**src/sv/tga_rle_pkg.sv**
```systemverilog
`timescale 1ns / 1ps

package tga_rle_pkg;

    // field widths
    localparam int BYTE_W   = 8;
    localparam int PIXEL_W  = 32;
    localparam int REPEAT_W = 8;
    localparam int COUNT_W  = 25;
    localparam int M_DATA_W = PIXEL_W + REPEAT_W;

    // configuration port
    localparam int CFG_ADDR_W = 2;
    localparam int CFG_DATA_W = COUNT_W;

    typedef enum logic [CFG_ADDR_W-1:0] {
        CFG_TEXEL_BYTES     = 2'd0,
        CFG_COMPRESSED_MODE = 2'd1,
        CFG_IMAGE_PIXELS    = 2'd2
    } cfg_index_t;

    // packet header fields
    localparam logic [BYTE_W-1:0] HDR_COUNT_MASK = 8'h7F;
    localparam logic [BYTE_W-1:0] HDR_RUN_MASK   = 8'h80;

    // texel sizes
    localparam logic [2:0] TEXEL_BYTES_BGRA = 3'd4;

    // largest repeat of one packet
    localparam logic [REPEAT_W-1:0] REPEAT_MAX = 8'd128;

endpackage

```
**src/sv/tga_rle_pixel_decoder_unit.sv**
```systemverilog
`timescale 1ns / 1ps

// TGA run-length pixel decoder
//
// s_tdata carries the image body one byte per item, starting right after the
// file header. In compressed mode packet headers are consumed without output;
// a run packet gives one item (texel plus repeat count), a raw packet gives one
// item per texel with repeat 1. In uncompressed mode every texel gives an item.
// m_tlast marks the item that completes the image, m_tuser a packet cut short at
// the image end. The user must write the config port only while idle; not enforced.
//
// An accepted byte waits in the input register; its result, if any, goes into
// the output register once that is free. One byte is taken per cycle while the
// receiver does not stall, with a single decode stage between input and output
// register.
// Reset empties both registers and re-arms for a packet header and a new image.
// When the receiver stalls, the held result stays in the output register, one
// more byte waits in the input register, and s_tready then drops.
module tga_rle_pixel_decoder_unit
(
    input  logic                                 clk,
    input  logic                                 rst_n,
    // configuration
    input  logic                                 cfg_we,
    input  logic [tga_rle_pkg::CFG_ADDR_W-1:0]   cfg_addr,
    input  logic [tga_rle_pkg::CFG_DATA_W-1:0]   cfg_wdata,
    // byte input
    input  logic                                 s_tvalid,
    output logic                                 s_tready,
    input  logic [tga_rle_pkg::BYTE_W-1:0]       s_tdata,   // in_byte
    // result output
    output logic                                 m_tvalid,
    input  logic                                 m_tready,
    output logic [tga_rle_pkg::M_DATA_W-1:0]     m_tdata,   // pixel_value, repeat_count
    output logic                                 m_tlast,   // image_end
    output logic                                 m_tuser    // overrun
);

    localparam int BW = tga_rle_pkg::BYTE_W;
    localparam int PW = tga_rle_pkg::PIXEL_W;
    localparam int RW = tga_rle_pkg::REPEAT_W;
    localparam int CW = tga_rle_pkg::COUNT_W;

    // configuration registers
    logic [2:0]    texel_bytes_reg;
    logic          compressed_mode_reg;
    logic [CW-1:0] image_pixels_reg;

    // input register
    logic          in_valid_reg;
    logic [BW-1:0] in_byte_reg;

    // decoder state
    logic          expect_header_reg, expect_header_next;
    logic          packet_is_run_reg, packet_is_run_next;
    logic [RW-1:0] packet_left_reg, packet_left_next;
    logic [1:0]    byte_position_reg, byte_position_next;
    logic [PW-1:0] texel_gather_reg, texel_gather_next;
    logic [CW-1:0] pixels_left_reg, pixels_left_next;

    // output register
    logic          out_valid_reg;
    logic [PW-1:0] out_pixel_reg;
    logic [RW-1:0] out_repeat_reg;
    logic          out_end_reg;
    logic          out_over_reg;

    // decode results
    logic          fire;
    logic          emit;
    logic [PW-1:0] gathered;
    logic          texel_done;
    logic [CW-1:0] pixels_eff;
    logic [RW-1:0] rep;
    logic          over;
    logic [RW-1:0] raw_left;

    // handshake
    assign fire     = in_valid_reg && (!out_valid_reg || m_tready);
    assign s_tready = !in_valid_reg || fire;

    // configuration writes
    always_ff @(posedge clk or negedge rst_n)
    begin
        if (!rst_n)
        begin
            texel_bytes_reg     <= tga_rle_pkg::TEXEL_BYTES_BGRA;
            compressed_mode_reg <= 1'b1;
            image_pixels_reg    <= CW'(1);
        end
        else if (cfg_we)
        begin
            unique case (cfg_addr)
                tga_rle_pkg::CFG_TEXEL_BYTES:     texel_bytes_reg     <= cfg_wdata[2:0];
                tga_rle_pkg::CFG_COMPRESSED_MODE: compressed_mode_reg <= cfg_wdata[0];
                tga_rle_pkg::CFG_IMAGE_PIXELS:    image_pixels_reg    <= cfg_wdata;
                default:                          ;
            endcase
        end
    end

    // input register
    always_ff @(posedge clk or negedge rst_n)
    begin
        if (!rst_n)
        begin
            in_valid_reg <= 1'b0;
        end
        else if (s_tready)
        begin
            in_valid_reg <= s_tvalid;
        end
    end

    always_ff @(posedge clk)
    begin
        if (s_tready && s_tvalid)
        begin
            in_byte_reg <= s_tdata;
        end
    end

    // byte gathering and packet decode
    always_comb
    begin
        expect_header_next = expect_header_reg;
        packet_is_run_next = packet_is_run_reg;
        packet_left_next   = packet_left_reg;
        byte_position_next = byte_position_reg;
        texel_gather_next  = texel_gather_reg;
        pixels_left_next   = pixels_left_reg;
        emit               = 1'b0;
        rep                = RW'(1);
        over               = 1'b0;
        raw_left           = packet_left_reg - RW'(1);

        gathered   = texel_gather_reg | (PW'(in_byte_reg) << {byte_position_reg, 3'b000});
        texel_done = (texel_bytes_reg == tga_rle_pkg::TEXEL_BYTES_BGRA) ?
                     (byte_position_reg == 2'd3) : (byte_position_reg >= 2'd2);
        if (pixels_left_reg != '0)
            pixels_eff = pixels_left_reg;
        else if (image_pixels_reg == '0)
            pixels_eff = CW'(1);
        else
            pixels_eff = image_pixels_reg;

        if (compressed_mode_reg && expect_header_reg)
        begin
            // packet header
            packet_left_next   = (in_byte_reg & tga_rle_pkg::HDR_COUNT_MASK) + RW'(1);
            packet_is_run_next = (in_byte_reg & tga_rle_pkg::HDR_RUN_MASK) != '0;
            expect_header_next = 1'b0;
            byte_position_next = '0;
            texel_gather_next  = '0;
        end
        else if (!texel_done)
        begin
            texel_gather_next  = gathered;
            byte_position_next = byte_position_reg + 2'd1;
        end
        else
        begin
            emit               = 1'b1;
            texel_gather_next  = '0;
            byte_position_next = '0;
            if (compressed_mode_reg)
            begin
                if (packet_is_run_reg)
                begin
                    // run packet, clamped at the image end
                    rep = packet_left_reg;
                    if (CW'(packet_left_reg) > pixels_eff)
                    begin
                        rep  = pixels_eff[RW-1:0];
                        over = 1'b1;
                    end
                    packet_left_next   = '0;
                    expect_header_next = 1'b1;
                end
                else
                begin
                    // raw packet, rest dropped at the image end
                    packet_left_next = raw_left;
                    if (raw_left == '0)
                        expect_header_next = 1'b1;
                    if (pixels_eff == CW'(1) && raw_left != '0)
                    begin
                        over               = 1'b1;
                        packet_left_next   = '0;
                        expect_header_next = 1'b1;
                    end
                end
            end
            pixels_left_next = pixels_eff - CW'(rep);
        end
    end

    // decoder state
    always_ff @(posedge clk or negedge rst_n)
    begin
        if (!rst_n)
        begin
            expect_header_reg <= 1'b1;
            packet_is_run_reg <= 1'b0;
            packet_left_reg   <= '0;
            byte_position_reg <= '0;
            texel_gather_reg  <= '0;
            pixels_left_reg   <= '0;
        end
        else if (fire)
        begin
            expect_header_reg <= expect_header_next;
            packet_is_run_reg <= packet_is_run_next;
            packet_left_reg   <= packet_left_next;
            byte_position_reg <= byte_position_next;
            texel_gather_reg  <= texel_gather_next;
            pixels_left_reg   <= pixels_left_next;
        end
    end

    // output register
    always_ff @(posedge clk or negedge rst_n)
    begin
        if (!rst_n)
        begin
            out_valid_reg <= 1'b0;
        end
        else if (fire)
        begin
            out_valid_reg <= emit;
        end
        else if (m_tready)
        begin
            out_valid_reg <= 1'b0;
        end
    end

    always_ff @(posedge clk)
    begin
        if (fire && emit)
        begin
            out_pixel_reg  <= gathered;
            out_repeat_reg <= rep;
            out_end_reg    <= (pixels_left_next == '0);
            out_over_reg   <= over;
        end
    end

    assign m_tvalid = out_valid_reg;
    assign m_tdata  = {out_repeat_reg, out_pixel_reg};
    assign m_tlast  = out_end_reg;
    assign m_tuser  = out_over_reg;

endmodule

```
**config.mk**
```make
export PLATFORM = sky130hd
export DESIGN_NAME = tga_rle_pixel_decoder_unit
export DESIGN_NICKNAME = d
export VERILOG_FILES = /design/src/sv/tga_rle_pkg.sv /design/src/sv/tga_rle_pixel_decoder_unit.sv
export SDC_FILE = /design/constraint.sdc
export NUM_CORES = 1
export LEC_CHECK = 0
export BUFFER_PORTS_ARGS = -buffer_cell sky130_fd_sc_hd__buf_2
export CAP_MARGIN = 30
export CORE_UTILIZATION = 45
export DETAILED_ROUTE_END_ITERATION = 6
export PLACE_DENSITY = 0.74
export SLEW_MARGIN = 20
export SYNTH_ARGS = -nofsm -noshare
export SYNTH_HDL_FRONTEND = slang
export SYNTH_SLANG_ARGS = --single-unit
```
**constraint.sdc**
```tcl
create_clock -name clk -period 7.25 [get_ports clk]
set_input_delay 1.45 -clock clk [delete_from_list [all_inputs] [get_ports clk]]
set_output_delay 1.45 -clock clk [all_outputs]
set_load 0.005 [all_outputs]
```
### After elaboration in Yosys (flattened, before gate mapping)

Cells that the tools add are included.

| word-level totals | value |
|---|---|
| bits in registers | 150 |
| input bits | 40 |
| output and inout bits | 44 |
| word-level logic and storage cells | 90 |

| cells by class | value |
|---|---|
| add/subtract/negate cells | 4 |
| order comparisons | 2 |
| equal/unequal tests | 5 |
| shift operators | 1 |
| multiplexer cells | 32 |
| bitwise logic cells | 3 |
| reduce and logical (&&, ||, !) cells | 27 |

Operator list:

| operator | count |
|---|---|
| $mux 25 | 4 |
| $mux 8 | 10 |
| $mux 32 | 2 |
| $logic_not 25->1 | 2 |
| $or 32x32->32 | 1 |
| $shl 8x5->32 | 1 |
| $eq 25x1->1 const B | 1 |
| $gt 8x25->1 | 1 |
| $reduce_bool 25->1 | 1 |
| $sub 25x8->25 | 1 |
| $mux 1 | 14 |
| $add 7x1->8 const B | 1 |
| $logic_not 8->1 | 1 |
| $reduce_and 2->1 | 4 |
| $reduce_bool 8->1 | 1 |
| $sub 8x1->8 const B | 1 |
| $reduce_bool 2->1 | 3 |
| $logic_and 1x1->1 | 5 |
| $eq 2x2->1 const B | 2 |
| $mux 2 | 2 |
| $reduce_and 4->1 | 1 |
| $reduce_bool 4->1 | 1 |
| $eq 3x3->1 const B | 1 |
| $reduce_and 3->1 | 1 |
| 9 further kinds | 12 |

### Depth between registers and ports, before layout

Gate-level depths: netlist of the first run.

| logic depth | value |
|---|---|
| depth in word-level cells | 13 |
| gate-level depth with buffers | 29 |
| mapped depth without buffers | 25 |

### Worst setup path after synthesis of the first run

No wires, ideal clock.

| path | value |
|---|---|
| path kind | flip-flop to flip-flop |
| start point | register pixels_left_reg[0] |
| end point | register out_end_reg (netlist: m_tlast), data pin |
| setup time | 176 ps |
| arrival | 6415 ps |
| required time | 7074 ps |
| setup slack | 659 ps |
| cell stages (with the launch flop) | 28 |
| path buffers | 3 |
| clock period less this slack | 6591 ps |
| cell sequence | dfrtp_1 > or4_4 > nor4_4 > and2_1 > buf_2 > buf_2 > a21oi_1 > ha_1 > a21o_1 > maj3_2 > maj3_2 > a221oi_2 > a2111oi_4 > mux2i_1 > nand2_1 > ha_1 > inv_1 > fa_1 > a21o_1 > a221o_1 > a21oi_1 > nor2b_1 > clkbuf_1 > nor4_2 > xnor2_1 > nor4_1 > a41oi_1 > nor4_1 |

| on the way | value |
|---|---|
| word-level cells in the longest chain between the ends | 12 |

RTL lines:

| what | line | text |
|---|---|---|
| from (decl) | tga_rle_pixel_decoder_unit.sv:59 | `logic [CW-1:0] pixels_left_reg, pixels_left_next;` |
| from (signal assigned) | tga_rle_pixel_decoder_unit.sv:217 | `pixels_left_reg <= pixels_left_next;` |
| $reduce_bool 25->1 | tga_rle_pixel_decoder_unit.sv:140 | `if (pixels_left_reg != '0)` |
| $mux 25 | tga_rle_pixel_decoder_unit.sv:140 |  |
| $gt 8x25->1 | tga_rle_pixel_decoder_unit.sv:172 | `if (CW'(packet_left_reg) > pixels_eff)` |
| $mux 8 | tga_rle_pixel_decoder_unit.sv:172 |  |
| $mux 8 | tga_rle_pixel_decoder_unit.sv:168 | `if (packet_is_run_reg)` |
| $mux 8 | tga_rle_pixel_decoder_unit.sv:166 | `if (compressed_mode_reg)` |
| $mux 8 | tga_rle_pixel_decoder_unit.sv:156 | `else if (!texel_done)` |
| $mux 8 | tga_rle_pixel_decoder_unit.sv:147 | `if (compressed_mode_reg && expect_header_reg)` |
| $sub 25x8->25 | tga_rle_pixel_decoder_unit.sv:194 | `pixels_left_next = pixels_eff - CW'(rep);` |
| $mux 25 | tga_rle_pixel_decoder_unit.sv:156 |  |
| $mux 25 * | tga_rle_pixel_decoder_unit.sv:147 |  |
| $logic_not 25->1 * | tga_rle_pixel_decoder_unit.sv:244 | `out_end_reg <= (pixels_left_next == '0);` |
| to (signal assigned) | tga_rle_pixel_decoder_unit.sv:244 |  |
| to (decl) | tga_rle_pixel_decoder_unit.sv:65 | `logic out_end_reg;` |

Every way passes the cells marked *; elsewhere a longest branch is shown, timed or not. The select of a mux whose other input is x is not followed.
A chain may end at the register's enable or synchronous reset.

### Final worst setup path of the first run

Same ends and word-level chain as after synthesis.

==> flow_summary.yaml, run 1 <==
sta:
  timing.fmax_mhz: 145
  min_period_over_period: 0.954
  worstMarginPinSlew_ns: 0.835
  setup_violations: 0
  period_minus_slack_ns: 6.92
  relSlewSlack: 0.443
  rsz0062_at_grt: "no"
  clock_skew_ns: 0.0113
  hold_viol_final: 0
  whs_ns: 0.484
  slew_violations: 0
  fin_setup_tns_ns: 0
clock_network:
  clkSlewWorstSetupHoldPaths_ns: 0.07
  cts_root_buf: "clkbuf_16"
  clock_path_buffers: 2
  clk_latency_ns: 0.44
  htreeDepth: 4
  cts_buffers: 17
  ctsHoldBuffers: 0
  clock-sinks: 150
  cts_tree: "built"
placed_design:
  portBuffers: 83
  post-dp-hpwl_mm: 13.5
  place.gp.congestion: 0.938
  dpl.cell_count: 1065
  dpl_cell_area_um2: 8540
synthesis:
  avgSynthCellArea_um2: 10.1
  synth-xor-area-share: 0.0267
  syn_nets: 840
  muxShareOfSynthArea: 0.0649
  synth_area_leaders: "dfrtp_1 30%, edfxtp_1 19%, mux2_2 4.7%, nand2_1 4.7%, o21ai_0 4.0%"
  yosysSeqAreaShare: 0.509
  synthSimpleGateAreaFrac: 0.167
  synthAdderAreaFrac: 0.0356
  synth_top_area_share: 0.305
  synth-edff-count: 50
  yosysMostFrequentCell: "nand2_1"
  synth_ff_type: "dfrtp_1"
  yosys_warnings: 0
  synth_area_um2: 7880
  synth_top_family_by_area: "simple AND/OR/NAND/NOR gates"
  yosys.area.top_type: "dfrtp_1"
  ys_ff_latch: 150
  syn_inst: 780
  netlist_top_cells_count: "99 x nand2_1, 96 x dfrtp_1, 63 x o21ai_0"
  async_reset_ff_frac: 0.667
  yosysUniqueCellTypes: 71
  synth_compound_area_frac: 0.156
die:
  io_pins: 84
  die_h_um: 134
  die_area_um2: 18000
  die_w_um: 134
  rows: 48
  core-area_um2: 17200
  initial_core_util: 0.459
worst_setup_path:
  r2r_start: "pixels_left_reg[0]"
  cp.required_ns: 7.49
  cp-startpoint: "pixels_left_reg[0]"
  critPathKind: "register to register"
  cp-start-kind: "register"
  cp_max_fo: 10
  arrival_ns: 7.16
  crit_path_end_kind: "register"
hold_path:
  hp-start: "texel_gather_reg[17]"
  hold_path_class: "register to register"
global_route:
  grt_pass1_vias: 6046
  grt_max_degree: 71
  overflow: 0
  top_usage_layer: "met2"
  use_met2: 0.338
  use_met1: 0.300
  gr-usage-all-layers: 0.217
  grt_pass1_wl_mm: 30.6
  grt_use_met3: 0.0454
  antenna_found_initial: 1
final_layout:
  fin_area_um2: 9200
  n_antenna_cell: 0
  register_area_um2: 4010
  fin_cells: 1102
  multiInputGateArea_um2: 3570
  syn_to_final_growth_pct: 16.7
  layout-drive-gt1-share: 0.223
  fill_cells: 1513
  final_nets: 924
route:
  drtIter0Drc: 606
  vias: 6445
  wl_per_cell_um: 17.4
  vias_per_cell: 5.85
  ant_nets: 0
  drcViolationCount: 0
  routed_wirelength_mm: 19.1
  first_pass_iters: 6
pwr:
  p_per_area_nw_per_um2: 406
  leakage_nw: 3.98
  irDropWorstVdd_mv: 0.194
outcome:
  outcome: "complete, no violations"
job:
  drv_cap: 0
cell usage in the layout, fill, tap and decap left out, types with 10 or more instances in the layout:
master     synthesis  routed
nor2b_1           11      11
inv_1             49      49
a21o_1            12      12
mux2_2            33      33
o21ai_0           63      63
nor3_1            13      13
nand3_1           19      19
or4_1             11      11
xnor2_1           18      18
clkbuf_16          0      17
nand2_1           99      98
a21oi_1           60      59
ha_1              19      19
a31oi_1           10      10
buf_4              0      15
nor2_1            37      37
nor4_1            12      12
dfrtp_1           96      96
edfxtp_1          50      50
buf_2              4      82
cell type report:
type | instances | area share
sequential | 150 | 0.436
multi-input combinational | 545 | 0.388
timing repair buffer | 99 | 0.0615
clock buffer | 18 | 0.0467
tap | 225 | 0.0306
inverter | 51 | 0.0208
clock inverter | 14 | 0.0166
critical path, cell delays in order (launching register included):
cell and delay (ns):
dfrtp_1 0.39, or4_4 0.56, nor4_4 0.42, and2_2 0.37, a21oi_1 0.17, ha_1 0.31
a21o_1 0.16, maj3_2 0.31, maj3_2 0.32, a221oi_2 0.37, a2111oi_4 0.09, buf_4 0.19
mux2_4 0.31, nand2_1 0.07, ha_1 0.28, a21o_1 0.21, a31oi_1 0.19, a21oi_1 0.17
nand4bb_1 0.36, or4b_1 0.56, xor2_1 0.19, nor4_1 0.23, a41oi_1 0.15, nor4_1 0.32
logic make-up (layout without fill, tap and decap cells):
kind of cell               Yosys count  in the layout
and+or+nand+nor                    257            257
adders and majority gates           22             22
DFF                                150            150
buffers and inverters               85            182
muxes                               44             44
xor gates and xnor gates            24             24
AOI/OAI and AO/OA                  198            198
power breakdown:
group	switching, W	leakage, nW	internal, W
combinational	0.000832	1.96	0.000594
clock	0.000388	0.290	0.000489
sequential	0.000249	1.73	0.00118
total	0.00147	3.98	0.00227
per-stage QoR:
stage          worst slack, ns  total power (W)  utilization
2_1_floorplan            0.659          0.00240            -
3_3_place_gp             0.629          0.00278        0.496
3_5_place_dp             0.439          0.00282        0.497
4_1_cts                  0.355          0.00371        0.531
5_1_grt                 0.0251          0.00397        0.535
6_report                 0.333          0.00373        0.535
metal layers:
metal,part of all wire,up-vias
met5,0.00052,-
met4,0.017,2
met3,0.073,33
met2,0.46,273
met1,0.45,3138
li1,-,2999
what timing repair did:
action,4_1_cts,5_1_grt
setup endpoints to repair,0,1
gates resized for setup,0,4
setup buffers,0,4
final timing paths:
check                                             to  slack [ns]  cells past startpoint
worst max-delay path                         m_tlast        0.33                     23
worst min-delay path            texel_gather_reg[17]        0.48                      2
worst max register to register               m_tlast        0.33                     23
worst min register to register  texel_gather_reg[17]        0.48                      2
max in group asynchronous        compressed_mode_reg        5.38                      3
min in group asynchronous       image_pixels_reg[17]        0.94                      1
Power figures use the tool's default switching activity.
==> run 2: changes to the inputs <==
--- a/config.mk
+++ b/config.mk
@@ -9,7 +9,8 @@
 export CAP_MARGIN = 30
 export CORE_UTILIZATION = 45
 export DETAILED_ROUTE_END_ITERATION = 6
-export PLACE_DENSITY = 0.74
+export GPL_TIMING_DRIVEN = 1
+export PLACE_DENSITY_LB_ADDON = 0.05
 export SLEW_MARGIN = 20
 export SYNTH_ARGS = -nofsm -noshare
 export SYNTH_HDL_FRONTEND = slang
==> constraint.sdc (replaced) <==
create_clock -name clk -period 7.2 [get_ports clk]
set_input_delay 1.44 -clock clk [delete_from_list [all_inputs] [get_ports clk]]
set_output_delay 1.44 -clock clk [all_outputs]
set_load 0.005 [all_outputs]
==> run 2 against run 1 <==
Sequential power about the same. Via count decreased by 1.6%. Design area increased by 0.87%. Combinational power increased by 5%. Critical endpoint unchanged. Largest cell class unchanged.
==> flow_summary.yaml, run 2 (synthesized netlist as in run 1, its figures left out) <==
global_route:
  grt_pass1_vias: 6184
  grt_pass1_wl_mm: 33.4
  gr-usage-all-layers: 0.241
  grt_max_degree: 74
  antenna_found_initial: 0
  overflow: 0
pwr:
  p_per_area_nw_per_um2: 416
  leakage_nw: 4.02
  irDropWorstVdd_mv: 0.177
sta:
  worstMarginPinSlew_ns: 0.856
  period_minus_slack_ns: 6.81
  relSlewSlack: 0.429
  hold_viol_final: 0
  fin_setup_tns_ns: 0
  rsz0062_at_grt: "no"
  clock_skew_ns: 0.0110
  slew_violations: 0
  setup_violations: 0
  min_period_over_period: 0.946
  timing.fmax_mhz: 147
route:
  vias_per_cell: 5.73
  ant_nets: 0
  drtIter0Drc: 368
  drcViolationCount: 0
  routed_wirelength_mm: 21.0
  wl_per_cell_um: 18.9
  first_pass_iters: 5
  vias: 6345
clock_network:
  clock-sinks: 150
  clock_path_buffers: 2
  cts_root_buf: "clkbuf_16"
  cts_buffers: 17
  clk_latency_ns: 0.43
  ctsHoldBuffers: 0
  htreeDepth: 4
  clkSlewWorstSetupHoldPaths_ns: 0.07
  cts_tree: "built"
final_layout:
  register_area_um2: 4010
  fin_area_um2: 9280
  n_antenna_cell: 0
  syn_to_final_growth_pct: 17.7
  layout-drive-gt1-share: 0.229
  fin_cells: 1108
  utilization: 0.540
  fill_cells: 1605
  final_common_cell: "nand2_1"
  final_nets: 930
  multiInputGateArea_um2: 3570
  mostFrequentLayoutCells: "98 x nand2_1, 96 x dfrtp_1, 82 x buf_2, 63 x o21ai_0, 60 x a21oi_1"
worst_setup_path:
  cp.required_ns: 7.43
  worst-r2r-cell-count: 24
  arrival_ns: 7.04
  critPathKind: "register to register"
  cp_max_fo: 10
  rrSetupSlack_ns: 0.39
  crit_path_end_kind: "register"
  crit_end: "m_tlast"
  worstReg2RegEnd: "m_tlast"
  cp-startpoint: "pixels_left_reg[10]"
  cp-start-kind: "register"
  r2r_start: "pixels_left_reg[10]"
die:
  die_area_um2: 18000
  rows: 48
  die_h_um: 134
  core-area_um2: 17200
  initial_core_util: 0.459
  die_w_um: 134
  io_pins: 84
placed_design:
  portBuffers: 83
  post-dp-hpwl_mm: 14.9
  dpl.cell_count: 1068
  place.gp.congestion: 0.911
  dpl_cell_area_um2: 8580
hold_path:
  hold_path_class: "register to register"
job:
  drv_cap: 0
outcome:
  outcome: "complete, no violations"
==> run 2: cell types whose count changed in the layout (fill, tap and decap cells not counted), moves of 2 or more <==
cell       previous run  this run
inv_8                 5         0
buf_4                15        18
clkinv_4              2         4
buf_8                 1         3
bufinv_16             1         3
inv_6                 5         3
==> run 2: critical path, cell delays in order (launching register included) <==
cell and delay [ns]:
dfrtp_1 0.47, or3_4 0.45, nor4_4 0.43, and2_4 0.29, a21oi_1 0.13, ha_1 0.32, a21o_1 0.17, maj3_2 0.31
maj3_2 0.32, a221oi_2 0.36, a2111oi_4 0.10, buf_4 0.18, buf_4 0.14, mux2_4 0.20, nand2_1 0.05, ha_1 0.40
and3_1 0.20, a221o_1 0.20, a21oi_1 0.08, nor2b_1 0.57, o21a_1 0.25, o2111ai_1 0.13, nor4_1 0.36, a41oi_1 0.16
nor4_1 0.34
==> run 2: power breakdown <==
part	switching, W	leakage, nW	internal [W]	total [W]
registers	0.000251	1.73	0.00119	0.00144
logic	0.000875	2.00	0.000623	0.00150
clock network	0.000373	0.293	0.000550	0.000923
==> run 2: cell type report <==
| type | count | share of cell area |
|---|---|---|
| sequential | 150 | 0.432 |
| multi-input combinational | 545 | 0.384 |
| timing repair buffer | 105 | 0.0674 |
| clock buffer | 19 | 0.0467 |
| tap | 225 | 0.0303 |
| inverter | 51 | 0.0206 |
| clock inverter | 13 | 0.0183 |
==> run 2: worst min path at each step <==
stage | from | to | slack, ns | cells past startpoint
2_1_floorplan | texel_gather_reg[0] | texel_gather_reg[0] | 0.45 | 2
3_3_place_gp | texel_gather_reg[5] | texel_gather_reg[5] | 0.46 | 2
3_5_place_dp | texel_gather_reg[22] | texel_gather_reg[22] | 0.47 | 2
4_1_cts | texel_gather_reg[22] | texel_gather_reg[22] | 0.48 | 2
5_1_grt | texel_gather_reg[22] | texel_gather_reg[22] | 0.50 | 2
6_report | texel_gather_reg[22] | texel_gather_reg[22] | 0.48 | 2
==> run 2: stage by stage <==
stage / hold WS, ns / power (W) / setup WS, ns
after floorplan: 0.451 / 0.00242 / 0.609
after global placement: 0.462 / 0.00287 / 0.643
after detailed placement: 0.471 / 0.00291 / 0.392
after CTS: 0.485 / 0.00385 / 0.279
after global routing: 0.499 / 0.00411 / 0.0442
final: 0.482 / 0.00386 / 0.391
==> run 2: what timing repair did <==
item | 4_1_cts | 5_1_grt
endpoints found under the setup margin | 0 | 1
gates resized for setup | 0 | 6
setup buffers | 0 | 6
==> run 2: per-layer routing <==
metal  up-vias  global-route usage  part of all wire
li1       2999                   -                 -
met1      3131               0.315              0.45
met2       189               0.402              0.49
met3        26              0.0461             0.048
met4         0              0.0780             0.015
met5         -                   0                 0
==> run 3: changes to the inputs <==
--- a/config.mk
+++ b/config.mk
@@ -7,9 +7,9 @@
 export LEC_CHECK = 0
 export BUFFER_PORTS_ARGS = -buffer_cell sky130_fd_sc_hd__buf_2
 export CAP_MARGIN = 30
+export CORE_ASPECT_RATIO = 0.75
 export CORE_UTILIZATION = 45
 export DETAILED_ROUTE_END_ITERATION = 6
-export GPL_TIMING_DRIVEN = 1
 export PLACE_DENSITY_LB_ADDON = 0.05
 export SLEW_MARGIN = 20
 export SYNTH_ARGS = -nofsm -noshare
==> run 3 against run 2 <==
Sequential share of layout area up 0.20 points. Worst setup slack worse by 0.076 ns. First-iteration DRC count up 50%. Worst hold slack about the same. Utilization up 0.37 points. Clock power up 3.8%. Sequential power about the same. Critical path type unchanged.
==> flow_summary.yaml, run 3 (synthesized netlist as in run 1, its figures left out) <==
outcome:
  outcome: "complete, no violations"
global_route:
  grt_pass1_wl_mm: 32.7
  antenna_found_initial: 0
  gr-usage-all-layers: 0.239
  grt_pass1_vias: 6017
  grt_max_degree: 66
  overflow: 0
placed_design:
  post-dp-hpwl_mm: 14.8
  place.gp.congestion: 0.910
  dpl.cell_count: 1079
  dpl_cell_area_um2: 8570
  portBuffers: 83
die:
  die_h_um: 117
  rows: 41
  core-area_um2: 17000
  initial_core_util: 0.464
  die_w_um: 155
  io_pins: 84
  die_area_um2: 18100
clock_network:
  cts_buffers: 17
  clock-sinks: 150
  cts_tree: "built"
  htreeDepth: 4
  clock_path_buffers: 2
  clk_latency_ns: 0.43
  ctsHoldBuffers: 0
  cts_root_buf: "clkbuf_16"
  clkSlewWorstSetupHoldPaths_ns: 0.07
sta:
  hold_viol_final: 0
  fin_setup_tns_ns: 0
  slew_violations: 0
  setup_violations: 0
  clock_skew_ns: 0.0110
  worstMarginPinSlew_ns: 0.874
  min_period_over_period: 0.956
  relSlewSlack: 0.417
  period_minus_slack_ns: 6.89
  timing.fmax_mhz: 145
route:
  vias_per_cell: 5.67
  routed_wirelength_mm: 20.4
  drcViolationCount: 0
  drtIter0Drc: 552
  ant_nets: 0
  first_pass_iters: 5
  wl_per_cell_um: 18.4
  vias: 6308
worst_setup_path:
  cp_max_fo: 7
  path_cells: "or4_4 > nor4_4 > and2_2 > a21oi_1 > ha_1 > a21o_1 > maj3_2 > maj3_2 > a221oi_2 > a2111oi_4 > buf_4 > mux2_4 > nand2_1 > ha_1 > a21o_1 > a31oi_1 > a21oi_1 > nand4bb_2 > or4b_1 > xor2_1 > nor4_1 > a41oi_1 > nor4_1"
  path_buf_inv: 1
  critPathKind: "register to register"
  cp-start-kind: "register"
  cpMaxStageDelayCell: "or4_4"
  critPathTopFamily: "simple AND/OR/NAND/NOR gates"
  arrival_ns: 7.14
  cp.required_ns: 7.45
  crit_path_max_incr_delay_ns: 0.58
  crit_path_end_kind: "register"
final_layout:
  fin_cells: 1113
  n_antenna_cell: 0
  syn_to_final_growth_pct: 17.2
  register_area_um2: 4010
  multiInputGateArea_um2: 3560
  mostFrequentLayoutCells: "98 x nand2_1, 96 x dfrtp_1, 82 x buf_2, 63 x o21ai_0, 60 x a21oi_1"
  layout-drive-gt1-share: 0.223
  fill_cells: 1520
  utilization: 0.544
  final_nets: 924
  final_common_cell: "nand2_1"
  fin_area_um2: 9230
pwr:
  p_per_area_nw_per_um2: 419
  irDropWorstVdd_mv: 0.220
  leakage_nw: 3.98
job:
  drv_cap: 0
hold_path:
  hold_path_class: "register to register"
run 3: cell types whose count changed in the layout (fill, tap and decap cells not counted), moves of 2 or more:
cell / change
buf_4: -3
buf_8: -2
clkbuf_1: -2
clkinv_4: -2
inv_8: +4
run 3: report_power, final:
part / total, W / leakage (nW) / internal, W / switching (W)
logic: 0.00148 / 1.95 / 0.000610 / 0.000865
clock network: 0.000958 / 0.305 / 0.000562 / 0.000396
registers: 0.00144 / 1.73 / 0.00119 / 0.000249
run 3: path summary, 6_finish.rpt:
path                       depth (start not counted)              endpoint  slack (ns)            startpoint
min in group asynchronous                          1    pixels_left_reg[1]        0.97                 rst_n
min reg2reg                                        2  texel_gather_reg[23]        0.48  texel_gather_reg[23]
min                                                2  texel_gather_reg[23]        0.48  texel_gather_reg[23]
max reg2reg                                       23               m_tlast        0.31    pixels_left_reg[0]
max in group asynchronous                          2   pixels_left_reg[19]        4.99                 rst_n
max                                               23               m_tlast        0.31    pixels_left_reg[0]
run 3: metal layers:
layer	wire (um)	track usage	up-vias	share of wire
met2	9000	0.356	211	0.44
met4	235	0.0746	0	0.011
met5	0	0	-	0
met3	1070	0.0508	20	0.052
met1	10100	0.348	3085	0.50
li1	-	-	2992	-
run 3: repair_timing:
item / 4_1_cts / 5_1_grt
setup buffers: 0 / 1
endpoints found under the setup margin: 0 / 1
gates resized for setup: 0 / 3
run 3: cell type report:
class | count | area share
flip-flops and latches | 150 | 0.434
multi-input cells | 545 | 0.385
repair buffers | 99 | 0.0591
clock buffers | 17 | 0.0461
well taps | 236 | 0.0320
clock inverters | 15 | 0.0228
inverters | 51 | 0.0207
run 3: per-stage QoR:
step,hold slack [ns],total power (W),worst slack (ns)
detailed placement,0.471,0.00290,0.341
floorplan,0.451,0.00242,0.609
CTS,0.487,0.00388,0.331
finish,0.482,0.00387,0.315
global placement,0.463,0.00286,0.589
global route,0.503,0.00414,-0.0184
run 3: worst min-delay path, cell delays in order (launching register included):
cell and delay (ns):
dfrtp_1 0.35, nand2_1 0.05, o21ai_0 0.06
